<file path="src/hw/rtl/dsft_pkg.sv">
// dsft_pkg: shared types, constants and helper functions for the dshot frame encoder
// no dependencies; used by dsft_ctrl, dsft_dp and the top level
package dsft_pkg;

	localparam int MOTORS_DEF      = 4;
	localparam int FRAME_BITS      = 16;
	localparam int SLOT_W          = 6;
	localparam int BIT_IDX_W       = 4;
	localparam int PHASE_W         = 2;
	localparam int CFG_INDEX_W     = 2;
	localparam int CFG_DATA_W      = 32;
	localparam int MOTOR_W         = 2;
	localparam int THROTTLE_W      = 10;
	localparam int VALUE_W         = 11;
	localparam int SPAN_W          = 11;
	localparam int PROD_W          = THROTTLE_W + SPAN_W;
	localparam int IDLE_W          = 9;
	localparam int TIME_W          = 32;

	localparam logic [IDLE_W-1:0]     IDLE_RESET     = 9'd40;
	localparam logic [TIME_W-1:0]     CUT_US_RESET   = 32'd1000000;
	localparam logic [TIME_W-1:0]     FS_START_RESET = 32'd1;
	localparam logic [THROTTLE_W-1:0] THR_MAX        = 10'd1022;
	localparam logic [VALUE_W-1:0]    BASE_FWD       = 11'd48;
	localparam logic [VALUE_W-1:0]    BASE_REV       = 11'd1048;
	localparam logic [SPAN_W-1:0]     UNI_SPAN       = 11'd2001;
	localparam logic [SPAN_W-1:0]     BI_SPAN        = 11'd1000;
	localparam logic [PHASE_W-1:0]    PHASE_HIGH     = 2'd0;
	localparam logic [PHASE_W-1:0]    PHASE_DATA     = 2'd1;
	localparam logic [PHASE_W-1:0]    PHASE_LOW      = 2'd2;
	localparam logic [BIT_IDX_W-1:0]  BIT_LAST       = 4'd15;

	localparam logic [CFG_INDEX_W-1:0] REG_IDLE_OFFSET   = 2'd0;
	localparam logic [CFG_INDEX_W-1:0] REG_BIDIRECTIONAL = 2'd1;
	localparam logic [CFG_INDEX_W-1:0] REG_DIRECTION     = 2'd2;
	localparam logic [CFG_INDEX_W-1:0] REG_FAILSAFE_CUT  = 2'd3;

	typedef enum logic [2:0] {
		ST_IDLE,
		ST_MAP,
		ST_DECIDE,
		ST_CUT,
		ST_EMIT
	} dsft_state_t;

	typedef struct packed {
		logic load_in;
		logic map;
		logic decide;
		logic merge;
		logic emit_cut;
		logic emit_slot;
	} dsft_cmd_t;

	typedef struct packed {
		logic motor_ok;
		logic is_last;
		logic cut_hit;
		logic out_free;
		logic slot_last;
	} dsft_sts_t;

	// 11-bit value, telemetry bit 0, xor-of-nibbles checksum
	function automatic logic [FRAME_BITS-1:0] build_frame(input logic [VALUE_W-1:0] value);
		logic [11:0] pkt;
		logic [3:0]  csum;
		pkt  = {value, 1'b0};
		csum = pkt[3:0] ^ pkt[7:4] ^ pkt[11:8];
		return {pkt, csum};
	endfunction

endpackage

</file>
<file path="src/hw/rtl/dshot_four_motor_frame_tx_core.sv">
// dshot_four_motor_frame_tx_core: top level of the dshot frame encoder
// depends on dsft_pkg, dsft_ctrl and dsft_dp
//
// One motor command is taken at a time. A command for any motor but the last
// is captured, multiplied and merged into the store and gives no output.
// A command for the last motor takes the same steps and then streams 48 slot
// transfers, at most one a cycle, set by the output register and out_stall,
// after which the frame store is empty again. A failsafe cut gives one
// transfer with cut and last_slot high once the output register is free, and
// leaves the store untouched. Commands with a motor index at or above MOTORS
// are dropped. The next command is taken once the current one is finished;
// the last transfer may still sit in the output register at that time.
module dshot_four_motor_frame_tx_core #(
	parameter int MOTORS = dsft_pkg::MOTORS_DEF
) (
	input  logic                             clk,
	input  logic                             arst_n,
	input  logic                             cfg_we,
	input  logic [dsft_pkg::CFG_INDEX_W-1:0] cfg_index,
	input  logic [dsft_pkg::CFG_DATA_W-1:0]  cfg_wdata,
	input  logic                             in_valid,
	output logic                             in_stall,
	input  logic [dsft_pkg::MOTOR_W-1:0]     motor,
	input  logic [dsft_pkg::THROTTLE_W-1:0]  throttle,
	input  logic                             on_ground,
	input  logic                             failsafe_active,
	input  logic [dsft_pkg::TIME_W-1:0]      time_us,
	output logic                             out_valid,
	input  logic                             out_stall,
	output logic [MOTORS-1:0]                pin_levels,
	output logic                             cut,
	output logic                             last_slot
);

	dsft_pkg::dsft_cmd_t cmd;
	dsft_pkg::dsft_sts_t sts;

	dsft_ctrl u_ctrl (
		.clk      (clk),
		.arst_n   (arst_n),
		.in_valid (in_valid),
		.in_stall (in_stall),
		.sts      (sts),
		.cmd      (cmd)
	);

	dsft_dp #(
		.MOTORS (MOTORS)
	) u_dp (
		.clk             (clk),
		.arst_n          (arst_n),
		.cfg_we          (cfg_we),
		.cfg_index       (cfg_index),
		.cfg_wdata       (cfg_wdata),
		.motor           (motor),
		.throttle        (throttle),
		.on_ground       (on_ground),
		.failsafe_active (failsafe_active),
		.time_us         (time_us),
		.out_valid       (out_valid),
		.out_stall       (out_stall),
		.pin_levels      (pin_levels),
		.cut             (cut),
		.last_slot       (last_slot),
		.cmd             (cmd),
		.sts             (sts)
	);

endmodule

</file>
<file path="src/hw/rtl/dsft_ctrl.sv">
// dsft_ctrl: command sequencer for the dshot frame encoder
// depends on dsft_pkg; drives dsft_dp through dsft_cmd_t, reads dsft_sts_t
module dsft_ctrl (
	input  logic                clk,
	input  logic                arst_n,
	input  logic                in_valid,
	output logic                in_stall,
	input  dsft_pkg::dsft_sts_t sts,
	output dsft_pkg::dsft_cmd_t cmd
);

	dsft_pkg::dsft_state_t state_q;
	dsft_pkg::dsft_state_t state_d;

	always_ff @(posedge clk or negedge arst_n) begin
		if (!arst_n) begin
			state_q <= dsft_pkg::ST_IDLE;
		end else begin
			state_q <= state_d;
		end
	end

	always_comb begin
		state_d  = state_q;
		cmd      = '0;
		in_stall = 1'b1;
		case (state_q)
			dsft_pkg::ST_IDLE: begin
				in_stall = 1'b0;
				if (in_valid) begin
					cmd.load_in = 1'b1;
					state_d     = dsft_pkg::ST_MAP;
				end
			end
			dsft_pkg::ST_MAP: begin
				cmd.map = 1'b1;
				state_d = dsft_pkg::ST_DECIDE;
			end
			dsft_pkg::ST_DECIDE: begin
				if (!sts.motor_ok) begin
					state_d = dsft_pkg::ST_IDLE;
				end else begin
					cmd.decide = 1'b1;
					if (sts.cut_hit) begin
						state_d = dsft_pkg::ST_CUT;
					end else begin
						cmd.merge = 1'b1;
						state_d   = sts.is_last ? dsft_pkg::ST_EMIT : dsft_pkg::ST_IDLE;
					end
				end
			end
			dsft_pkg::ST_CUT: begin
				if (sts.out_free) begin
					cmd.emit_cut = 1'b1;
					state_d      = dsft_pkg::ST_IDLE;
				end
			end
			dsft_pkg::ST_EMIT: begin
				if (sts.out_free) begin
					cmd.emit_slot = 1'b1;
					if (sts.slot_last) begin
						state_d = dsft_pkg::ST_IDLE;
					end
				end
			end
			default: begin
				state_d = dsft_pkg::ST_IDLE;
			end
		endcase
	end

endmodule

</file>
<file path="src/hw/rtl/dsft_dp.sv">
// dsft_dp: config registers, throttle map, failsafe timer, frame store and output register
// depends on dsft_pkg; sequenced by dsft_ctrl
module dsft_dp #(
	parameter int MOTORS = dsft_pkg::MOTORS_DEF
) (
	input  logic                                 clk,
	input  logic                                 arst_n,
	input  logic                                 cfg_we,
	input  logic [dsft_pkg::CFG_INDEX_W-1:0]     cfg_index,
	input  logic [dsft_pkg::CFG_DATA_W-1:0]      cfg_wdata,
	input  logic [dsft_pkg::MOTOR_W-1:0]         motor,
	input  logic [dsft_pkg::THROTTLE_W-1:0]      throttle,
	input  logic                                 on_ground,
	input  logic                                 failsafe_active,
	input  logic [dsft_pkg::TIME_W-1:0]          time_us,
	output logic                                 out_valid,
	input  logic                                 out_stall,
	output logic [MOTORS-1:0]                    pin_levels,
	output logic                                 cut,
	output logic                                 last_slot,
	input  dsft_pkg::dsft_cmd_t                  cmd,
	output dsft_pkg::dsft_sts_t                  sts
);

	localparam int MCW = 4;

	// configuration
	logic [dsft_pkg::IDLE_W-1:0] idle_q;
	logic                        bidir_q;
	logic                        dir_q;
	logic [dsft_pkg::TIME_W-1:0] cut_us_q;

	always_ff @(posedge clk or negedge arst_n) begin
		if (!arst_n) begin
			idle_q   <= dsft_pkg::IDLE_RESET;
			bidir_q  <= 1'b0;
			dir_q    <= 1'b0;
			cut_us_q <= dsft_pkg::CUT_US_RESET;
		end else if (cfg_we) begin
			case (cfg_index)
				dsft_pkg::REG_IDLE_OFFSET:   idle_q   <= cfg_wdata[dsft_pkg::IDLE_W-1:0];
				dsft_pkg::REG_BIDIRECTIONAL: bidir_q  <= cfg_wdata[0];
				dsft_pkg::REG_DIRECTION:     dir_q    <= cfg_wdata[0];
				dsft_pkg::REG_FAILSAFE_CUT:  cut_us_q <= cfg_wdata[dsft_pkg::TIME_W-1:0];
				default: ;
			endcase
		end
	end

	// input capture
	logic [dsft_pkg::MOTOR_W-1:0]    motor_q;
	logic [dsft_pkg::THROTTLE_W-1:0] thr_q;
	logic                            ground_q;
	logic                            fs_q;
	logic [dsft_pkg::TIME_W-1:0]     time_q;

	always_ff @(posedge clk) begin
		if (cmd.load_in) begin
			motor_q  <= motor;
			thr_q    <= (throttle > dsft_pkg::THR_MAX) ? dsft_pkg::THR_MAX : throttle;
			ground_q <= on_ground;
			fs_q     <= failsafe_active;
			time_q   <= time_us;
		end
	end

	// throttle map: product stage then sum
	logic [dsft_pkg::SPAN_W-1:0]  span;
	logic [dsft_pkg::VALUE_W-1:0] base;
	logic [dsft_pkg::PROD_W-1:0]  prod_q;
	logic [dsft_pkg::VALUE_W-1:0] base_q;

	always_comb begin
		if (bidir_q) begin
			span = dsft_pkg::BI_SPAN - dsft_pkg::SPAN_W'(idle_q);
			base = (dir_q ? dsft_pkg::BASE_REV : dsft_pkg::BASE_FWD)
				+ dsft_pkg::VALUE_W'(idle_q);
		end else begin
			span = dsft_pkg::UNI_SPAN - dsft_pkg::SPAN_W'({idle_q, 1'b0});
			base = dsft_pkg::BASE_FWD + dsft_pkg::VALUE_W'({idle_q, 1'b0});
		end
	end

	always_ff @(posedge clk) begin
		if (cmd.map) begin
			prod_q <= dsft_pkg::PROD_W'(thr_q) * dsft_pkg::PROD_W'(span);
			base_q <= base;
		end
	end

	logic [dsft_pkg::VALUE_W-1:0]    value;
	logic [dsft_pkg::FRAME_BITS-1:0] frame;

	always_comb begin
		value = base_q + prod_q[dsft_pkg::PROD_W-1:dsft_pkg::THROTTLE_W];
		if (ground_q) begin
			value = '0;
		end
		frame = dsft_pkg::build_frame(value);
	end

	// failsafe timer
	logic [dsft_pkg::TIME_W-1:0] fs_start_q;
	logic [dsft_pkg::TIME_W-1:0] fs_elapsed;

	assign fs_elapsed = time_q - fs_start_q;

	always_ff @(posedge clk or negedge arst_n) begin
		if (!arst_n) begin
			fs_start_q <= dsft_pkg::FS_START_RESET;
		end else if (cmd.decide) begin
			if (!fs_q) begin
				fs_start_q <= '0;
			end else if (fs_start_q == '0) begin
				fs_start_q <= time_q;
			end
		end
	end

	// frame store: slot 3i is the start pulse, 3i+1 the data bit, 3i+2 always low
	logic [MOTORS-1:0]                   written_q;
	logic [dsft_pkg::FRAME_BITS-1:0]     frame_q [MOTORS];
	logic [dsft_pkg::PHASE_W-1:0]        phase_q;
	logic [dsft_pkg::BIT_IDX_W-1:0]      bit_q;
	logic                                slot_last;
	logic [MOTORS-1:0]                   data_bits;

	assign slot_last = (bit_q == dsft_pkg::BIT_LAST) && (phase_q == dsft_pkg::PHASE_LOW);

	always_comb begin
		for (int m = 0; m < MOTORS; m++) begin
			data_bits[m] = frame_q[m][dsft_pkg::FRAME_BITS-1];
		end
	end

	always_ff @(posedge clk or negedge arst_n) begin
		if (!arst_n) begin
			written_q <= '0;
			phase_q   <= dsft_pkg::PHASE_HIGH;
			bit_q     <= '0;
			for (int m = 0; m < MOTORS; m++) begin
				frame_q[m] <= '0;
			end
		end else if (cmd.merge) begin
			for (int m = 0; m < MOTORS; m++) begin
				if (MCW'(motor_q) == MCW'(m)) begin
					written_q[m] <= 1'b1;
					frame_q[m]   <= frame_q[m] | frame;
				end
			end
		end else if (cmd.emit_slot) begin
			if (slot_last) begin
				written_q <= '0;
				phase_q   <= dsft_pkg::PHASE_HIGH;
				bit_q     <= '0;
				for (int m = 0; m < MOTORS; m++) begin
					frame_q[m] <= '0;
				end
			end else if (phase_q == dsft_pkg::PHASE_LOW) begin
				phase_q <= dsft_pkg::PHASE_HIGH;
				bit_q   <= bit_q + dsft_pkg::BIT_IDX_W'(1);
				for (int m = 0; m < MOTORS; m++) begin
					frame_q[m] <= {frame_q[m][dsft_pkg::FRAME_BITS-2:0], 1'b0};
				end
			end else begin
				phase_q <= phase_q + dsft_pkg::PHASE_W'(1);
			end
		end
	end

	// output register
	logic              out_valid_q;
	logic [MOTORS-1:0] pin_q;
	logic              cut_q;
	logic              last_q;
	logic              out_free;
	logic [MOTORS-1:0] slot_levels;

	assign out_free = !out_valid_q || !out_stall;

	always_comb begin
		case (phase_q)
			dsft_pkg::PHASE_HIGH: slot_levels = written_q;
			dsft_pkg::PHASE_DATA: slot_levels = data_bits;
			default:              slot_levels = '0;
		endcase
	end

	always_ff @(posedge clk or negedge arst_n) begin
		if (!arst_n) begin
			out_valid_q <= 1'b0;
		end else if (cmd.emit_cut || cmd.emit_slot) begin
			out_valid_q <= 1'b1;
		end else if (!out_stall) begin
			out_valid_q <= 1'b0;
		end
	end

	always_ff @(posedge clk) begin
		if (cmd.emit_cut) begin
			pin_q  <= '0;
			cut_q  <= 1'b1;
			last_q <= 1'b1;
		end else if (cmd.emit_slot) begin
			pin_q  <= slot_levels;
			cut_q  <= 1'b0;
			last_q <= slot_last;
		end
	end

	assign out_valid  = out_valid_q;
	assign pin_levels = pin_q;
	assign cut        = cut_q;
	assign last_slot  = last_q;

	always_comb begin
		sts.motor_ok  = MCW'(motor_q) < MCW'(MOTORS);
		sts.is_last   = MCW'(motor_q) == MCW'(MOTORS - 1);
		sts.cut_hit   = fs_q && (fs_start_q != '0) && (fs_elapsed > cut_us_q);
		sts.out_free  = out_free;
		sts.slot_last = slot_last;
	end

endmodule
</file>
<file path="config.mk">
export PLATFORM = sky130hd
export DESIGN_NAME = dshot_four_motor_frame_tx_core
export DESIGN_NICKNAME = d
export VERILOG_FILES = /design/src/hw/rtl/dsft_pkg.sv /design/src/hw/rtl/dshot_four_motor_frame_tx_core.sv /design/src/hw/rtl/dsft_ctrl.sv /design/src/hw/rtl/dsft_dp.sv
export SDC_FILE = /design/constraint.sdc
export NUM_CORES = 1
export LEC_CHECK = 0
export ABC_AREA = 1
export BUFFER_PORTS_ARGS = -buffer_cell sky130_fd_sc_hd__buf_4
export CAP_MARGIN = 10
export CORE_AREA = 5 5 168 170
export DETAILED_ROUTE_END_ITERATION = 10
export DIE_AREA = 0 0 173 175
export HOLD_SLACK_MARGIN = 0.1
export PLACE_DENSITY = 0.88
export SLEW_MARGIN = 20
export SYNTH_ARGS = -nofsm -noshare
export SYNTH_HDL_FRONTEND = slang
export SYNTH_SLANG_ARGS = --single-unit
export TNS_END_PERCENT = 10
</file>
<file path="constraint.sdc">
create_clock -name clk -period 9.4 [get_ports clk]
set_input_delay 0.94 -clock clk [delete_from_list [all_inputs] [get_ports clk]]
set_output_delay 0.94 -clock clk [all_outputs]
set_load 0.01 [all_outputs]
</file>
# After elaboration in Yosys (flattened, before gate mapping)

Cells that the tools add are included.

Register bits: 237
Bits of input ports: 85
Output and inout port bits: 8
Word-level logic and storage cells: 145

Add/sub/neg operators: 8
Multiply operators: 1
Magnitude comparators: 2
Equality and inequality tests: 23
Mux-type cells: 44
Bitwise operators: 7
Reduce and logical (&&, ||, !) cells: 33

Operators with widths:

| kind                   | number |
|---|---|
| $mux 64                | 4 |
| $mux 16                | 4 |
| $mux 32                | 2 |
| $or 16x16->16          | 4 |
| $mux 11                | 4 |
| $gt 32x32->1           | 1 |
| $logic_not 32->1       | 1 |
| $reduce_bool 32->1     | 1 |
| $sub 32x32->32         | 1 |
| $reduce_and 3->1       | 9 |
| $mul 10x11->21         | 1 |
| $mux 4                 | 5 |
| $mux 3                 | 6 |
| $ne 2x1->1 const B     | 8 |
| $pmux 3 s5             | 1 |
| $mux 1                 | 14 |
| $reduce_and 2->1       | 6 |
| $add 11x11->11         | 1 |
| $add 11x9->11          | 1 |
| $add 6x10->11 const A  | 1 |
| $sub 10x9->11 const A  | 1 |
| $sub 11x10->11 const A | 1 |
| $eq 2x2->1 const B     | 5 |
| $gt 10x10->1 const B   | 1 |
| other kinds (20)       | 35 |

# Longest topological paths before layout

Depth in word-level cells: 7
Mapped depth: 29
Gate-level depth less buffers: 29

# Hierarchy

Synthesis repeated with hierarchy kept, for this count alone.

Cell total of the unflattened synthesis: 2019
Area, all modules: 16452.0 um^2

By module, submodules not included:

| module    | times used | cells each | area each (um^2) | seq. area each (um^2) |
|---|---|---|---|---|
| dsft_dp   | 1          | 1978       | 16196.8          | 5928.2 |
| dsft_ctrl | 1          | 41         | 255.2            | 75.1 |

# Least setup slack after synthesis

No wires, ideal clock.

Path kind: register to register
Start point: register u_dp.idle_q[3] in the netlist's numbering
End point: register u_dp.prod_q[19] in the netlist's numbering (data pin)
Library setup time: 262 ps
Arrival: 5303 ps
Required time: 9138 ps
Path slack: 3834 ps
Stages on the path, launching flop included: 26
Buffers on the path: 0
Path through: dfstp_2 inv_1 ha_1 o21bai_1 nor2_1 xor2_1 nand2_1 nand2_1 inv_1 nand2_1 fa_1 inv_1 fa_1 inv_1 fa_1 inv_1 fa_1 inv_1 fa_1 inv_1 ha_1 a21oi_1 o21ai_0 a21oi_1 o21bai_1 xor2_1

Word-level cells in the longest chain between the ends: 3

Ends and longest elaborated chain:

| item                                            | RTL line                     | text |
|---|---|---|
| from (decl)                                     | dsft_dp.sv:28                | `logic [dsft_pkg::IDLE_W-1:0] idle_q;` |
| from (signal assigned)                          | dsft_dp.sv:35                | `idle_q <= dsft_pkg::IDLE_RESET;` |
| from (signal assigned)                          | dsft_dp.sv:41                | `dsft_pkg::REG_IDLE_OFFSET: idle_q <= cfg_wdata[dsft_pkg::IDLE_W-1:0];` |
| $sub 11x10->11 or $sub 10x9->11 (tied branches) | dsft_dp.sv:79, dsft_dp.sv:75 |  |
| $mux 11 *                                       | dsft_dp.sv:74                | `if (bidir_q) begin` |
| $mul 10x11->21 *                                | dsft_dp.sv:86                | `prod_q <= dsft_pkg::PROD_W'(thr_q) * dsft_pkg::PROD_W'(span);` |
| to (signal assigned)                            | dsft_dp.sv:86                |  |
| to (decl)                                       | dsft_dp.sv:70                | `logic [dsft_pkg::PROD_W-1:0] prod_q;` |

Mark *: on every way between the ends. The rest lies on a longest branch, timed or not.
A chain may end at the register's enable or synchronous reset.

# Final worst setup path

Start point: register u_dp.bidir_q
End point: register u_dp.prod_q[19] in the netlist's numbering (data pin)

Word-level cells in the longest chain between the ends: 2

Ends and longest elaborated chain:

| item                   | RTL line      | text |
|---|---|---|
| from (decl)            | dsft_dp.sv:29 | `logic bidir_q;` |
| from (signal assigned) | dsft_dp.sv:42 | `dsft_pkg::REG_BIDIRECTIONAL: bidir_q <= cfg_wdata[0];` |
| $mux 11                | dsft_dp.sv:74 |  |
| $mul 10x11->21         | dsft_dp.sv:86 |  |

No other way between the ends.

==> results.md <==
- Synthesized area: 0.0170 mm²
- First-pass GRT wire length: 69700 µm
- Antenna cells: 0
- Ranking of synthesized cells by area: dfrtp_1 21%, nand2_1 14%, edfxtp_1 12%
- Slew @ Worst Pin: between 1000 and 1500 ps
- Crit path max-delay family: adder cells
- CTS Buf Count: 26
- Initial DRT Pass Iterations: 6
- GRT Util Overall: a little over a quarter
- Die Y: 175 µm
- Crit path launch type: flip-flop
- Setup violators final: 0
- Max_cap viols: 0
- Crit path buf inv count: 4
- Rows: 60
- Setup slack, reg-to-reg: 3060 ps
- Share of the synthesized area in the top cell type: 21.0%
- CTS H-tree depth: 1
- Worst r2r path cells: 18
- Layout net count: ~2600
- Hold Path Depth: 2
- Detailed Route Iter0 Violations: 1283
- Initial Util: about 64%
- Avg Cell Area, Syn: 7.62 µm²
- Seq/Total Area, Yosys: around a third
- Biggest area consumer among synthesized cells: dfrtp_1
- Initial antenna violation count: 0
- Ratio of final minimum period to clock period: 67.5%
- Clock slew at reported path FFs: 60 ps
- Min-delay src: u_dp.pin_levels[0]
- Critical path's largest stage delay: roughly 860 ps
- Hold path endpoint: u_dp.pin_levels[0]
- Max Slew Vio Count: 0
- Clk_skew: 25.1 ps
- Post-synth ARST share: 67.4%
- Die ar.: 0.0303 mm²
- Placer Congestion: roughly 0.95
- Postcts setup bufs: 0
- Skew-Pair Late Insertion Delay: 540 ps
- Post-Route WL: 42100 µm
- Most frequent cells in the layout: 642 x nand2_1, 331 x inv_1, 231 x nor2_1
- Kind of critical path: reg2reg
- Syn Inst Count: 2234
- Root Buffer: clkbuf_16
- PnR worst setup slack: 3060 ps
- Net Count, Synth: 2525
- Gr ovfl total: 0
- Port Buffers: 92
- Setup tns final: 0 ps
- Top FF cell, synth: dfrtp_1
- R2R Path End: u_dp.prod_q[19]
- Tmin final: ~6300 ps
- Core area: 0.0266 mm²
- RR Startpoint: u_dp.bidir_q
- Routed via count: 15046
- Slowest CP cell: dfrtp_1
- HPWL Detailed: approximately 32000 µm
- Number of flops mapped to enable cells by yosys: 68
- TritonCTS clock tree: built
- CTS max path bufs: 3
- Post-CTS Resized: 0
- Vias/cell: 5.66
- Die width: 173 µm
- Post-route DRC violation count: 0
- Relative max-transition margin: a little over a quarter
- Routed Antenna Nets: 0
- Clock Sinks: 227
- Routed WL per cell: 15.8 µm
- Critical-path cell list: inv_1 > or2_2 > nand2_1 > inv_1 > nor2_1 > fa_1 > fa_1 > fa_1 > fa_1 > inv_1 > fa_1 > inv_1 > ha_1 > a21oi_1 > o21ai_0 > a21oi_1 > o21bai_1 > xor2_1
- WP data required: between 9000 and 10000 ps
- Worst-path fanout max: 29
- Worst EP arrival: 6630 ps
- Share of layout cells above drive strength 1: 7.69%
- Vias in the first global route: 14841
- Synth Warn #: 0
- Dpl ws: about 3100 ps
- Hold crit path type: reg2reg
- Final Hold Fails: 0
- Leading cell type in the layout, fill and taps excluded: nand2_1
- Synth-to-Final Area Change: 10.4%
- I/O pin cnt: 93
- Status: finished, final reports clean
- Yosys reg bits: 227
- Synth cell types: 50
- RSZ-0062 raised after global routing: no
- CP Capture Type: flip-flop
- Largest net degree at the start of global routing: 100
- Max Clk Rate: 158 MHz
- CTS hold repair buffers: 0
- Most used cell, CP: fa_1
==> synthesized netlist by cell type (10+ instances only) <==
cell	instances
a21o_1	10
a21oi_1	102
buf_2	10
clkbuf_1	42
dfrtp_1	143
dfstp_2	10
edfxtp_1	68
fa_1	71
ha_1	135
inv_1	331
inv_2	10
nand2_1	642
nand3_1	137
nand4_1	37
nor2_1	232
nor3_1	10
o21ai_0	95
xnor2_1	13
xor2_1	35
==> cell type report <==
class	count	area, µm²
sequential	227	6000
inverter	348	1310
clock buffer	31	669
tap	341	427
fill	2064	7790
multi-input combinational	1594	9420
clock inverter	17	201
timing repair buffer	98	759
==> tightest hold or removal path, stage by stage, from the launching register on <==
cell      delay (ps)
dfxtp_1          310
inv_1             50
a211oi_1          50
==> kinds of logic after synthesis <==
| kind of cell | count (synthesis) | synth area share (%) |
|---|---|---|
| AOI/OAI and AO/OA | 259 | 8.45 |
| xor gates and xnor gates | 48 | 2.47 |
| adders and majority gates | 206 | 18.3 |
| buffers and inverters | 413 | 9.58 |
| DFF | 227 | 35.3 |
| and+or+nand+nor | 1081 | 26.0 |
==> worst max path at each step <==
stage	endpoint	cells past startpoint	slack [ps]	startpoint
final	u_dp.prod_q[19]	18	3060	u_dp.bidir_q
after global routing	u_dp.prod_q[15]	21	2680	u_dp.bidir_q
after CTS	u_dp.prod_q[19]	18	3120	u_dp.bidir_q
after detailed placement	u_dp.prod_q[19]	18	3100	u_dp.bidir_q
after global placement	u_dp.prod_q[19]	18	3370	u_dp.bidir_q
after floorplan	u_dp.prod_q[19]	25	3830	u_dp.idle_q[3]
==> sequential cells by signal, summed over array words and instances (netlist names) <==
name	count
u_dp.prod_q	11
u_ctrl.state_q	3
u_dp.fs_q	1
u_dp.fs_start_q	32
u_dp.last_slot	1
u_dp.pin_levels	4
u_dp.motor_q	2
u_dp.dir_q	1
u_dp.out_valid	1
u_dp.frame_q	60
u_dp.data_bits	4
u_dp.bidir_q	1
u_dp.thr_q	10
u_dp.cut	1
u_dp.base_q	11
u_dp.phase_q	2
u_dp.idle_q	9
u_dp.bit_q	4
u_dp.time_q	32
u_dp.ground_q	1
u_dp.written_q	4
u_dp.cut_us_q	32
==> through the flow <==
stage | hold WS, ps | instance area, µm² | utilization [%] | instances
final | 454 | 18800 | 70.7 | 2656
after global routing | 489 | 18800 | 70.7 | 2656
after CTS | 459 | 18800 | 70.6 | 2655
after detailed placement | 448 | 17900 | 67.3 | 2607
after global placement | 431 | 17900 | 67.3 | 2607
after floorplan | 442 | 17000 | - | 2234
==> per-layer routing <==
metal / share of wire (%) / global-route usage (%) / vias to the layer above
li1: - / - / 7212
met1: 42 / 36.3 / 7109
met2: 48 / 46.9 / 614
met3: 7.1 / 3.59 / 111
met4: 3.6 / 9.64 / 0
met5: 0 / 0 / -
Power is left out: the tool's default activity adds up to more than one toggle a clock period on the data nets, which glitch-free logic cannot reach.
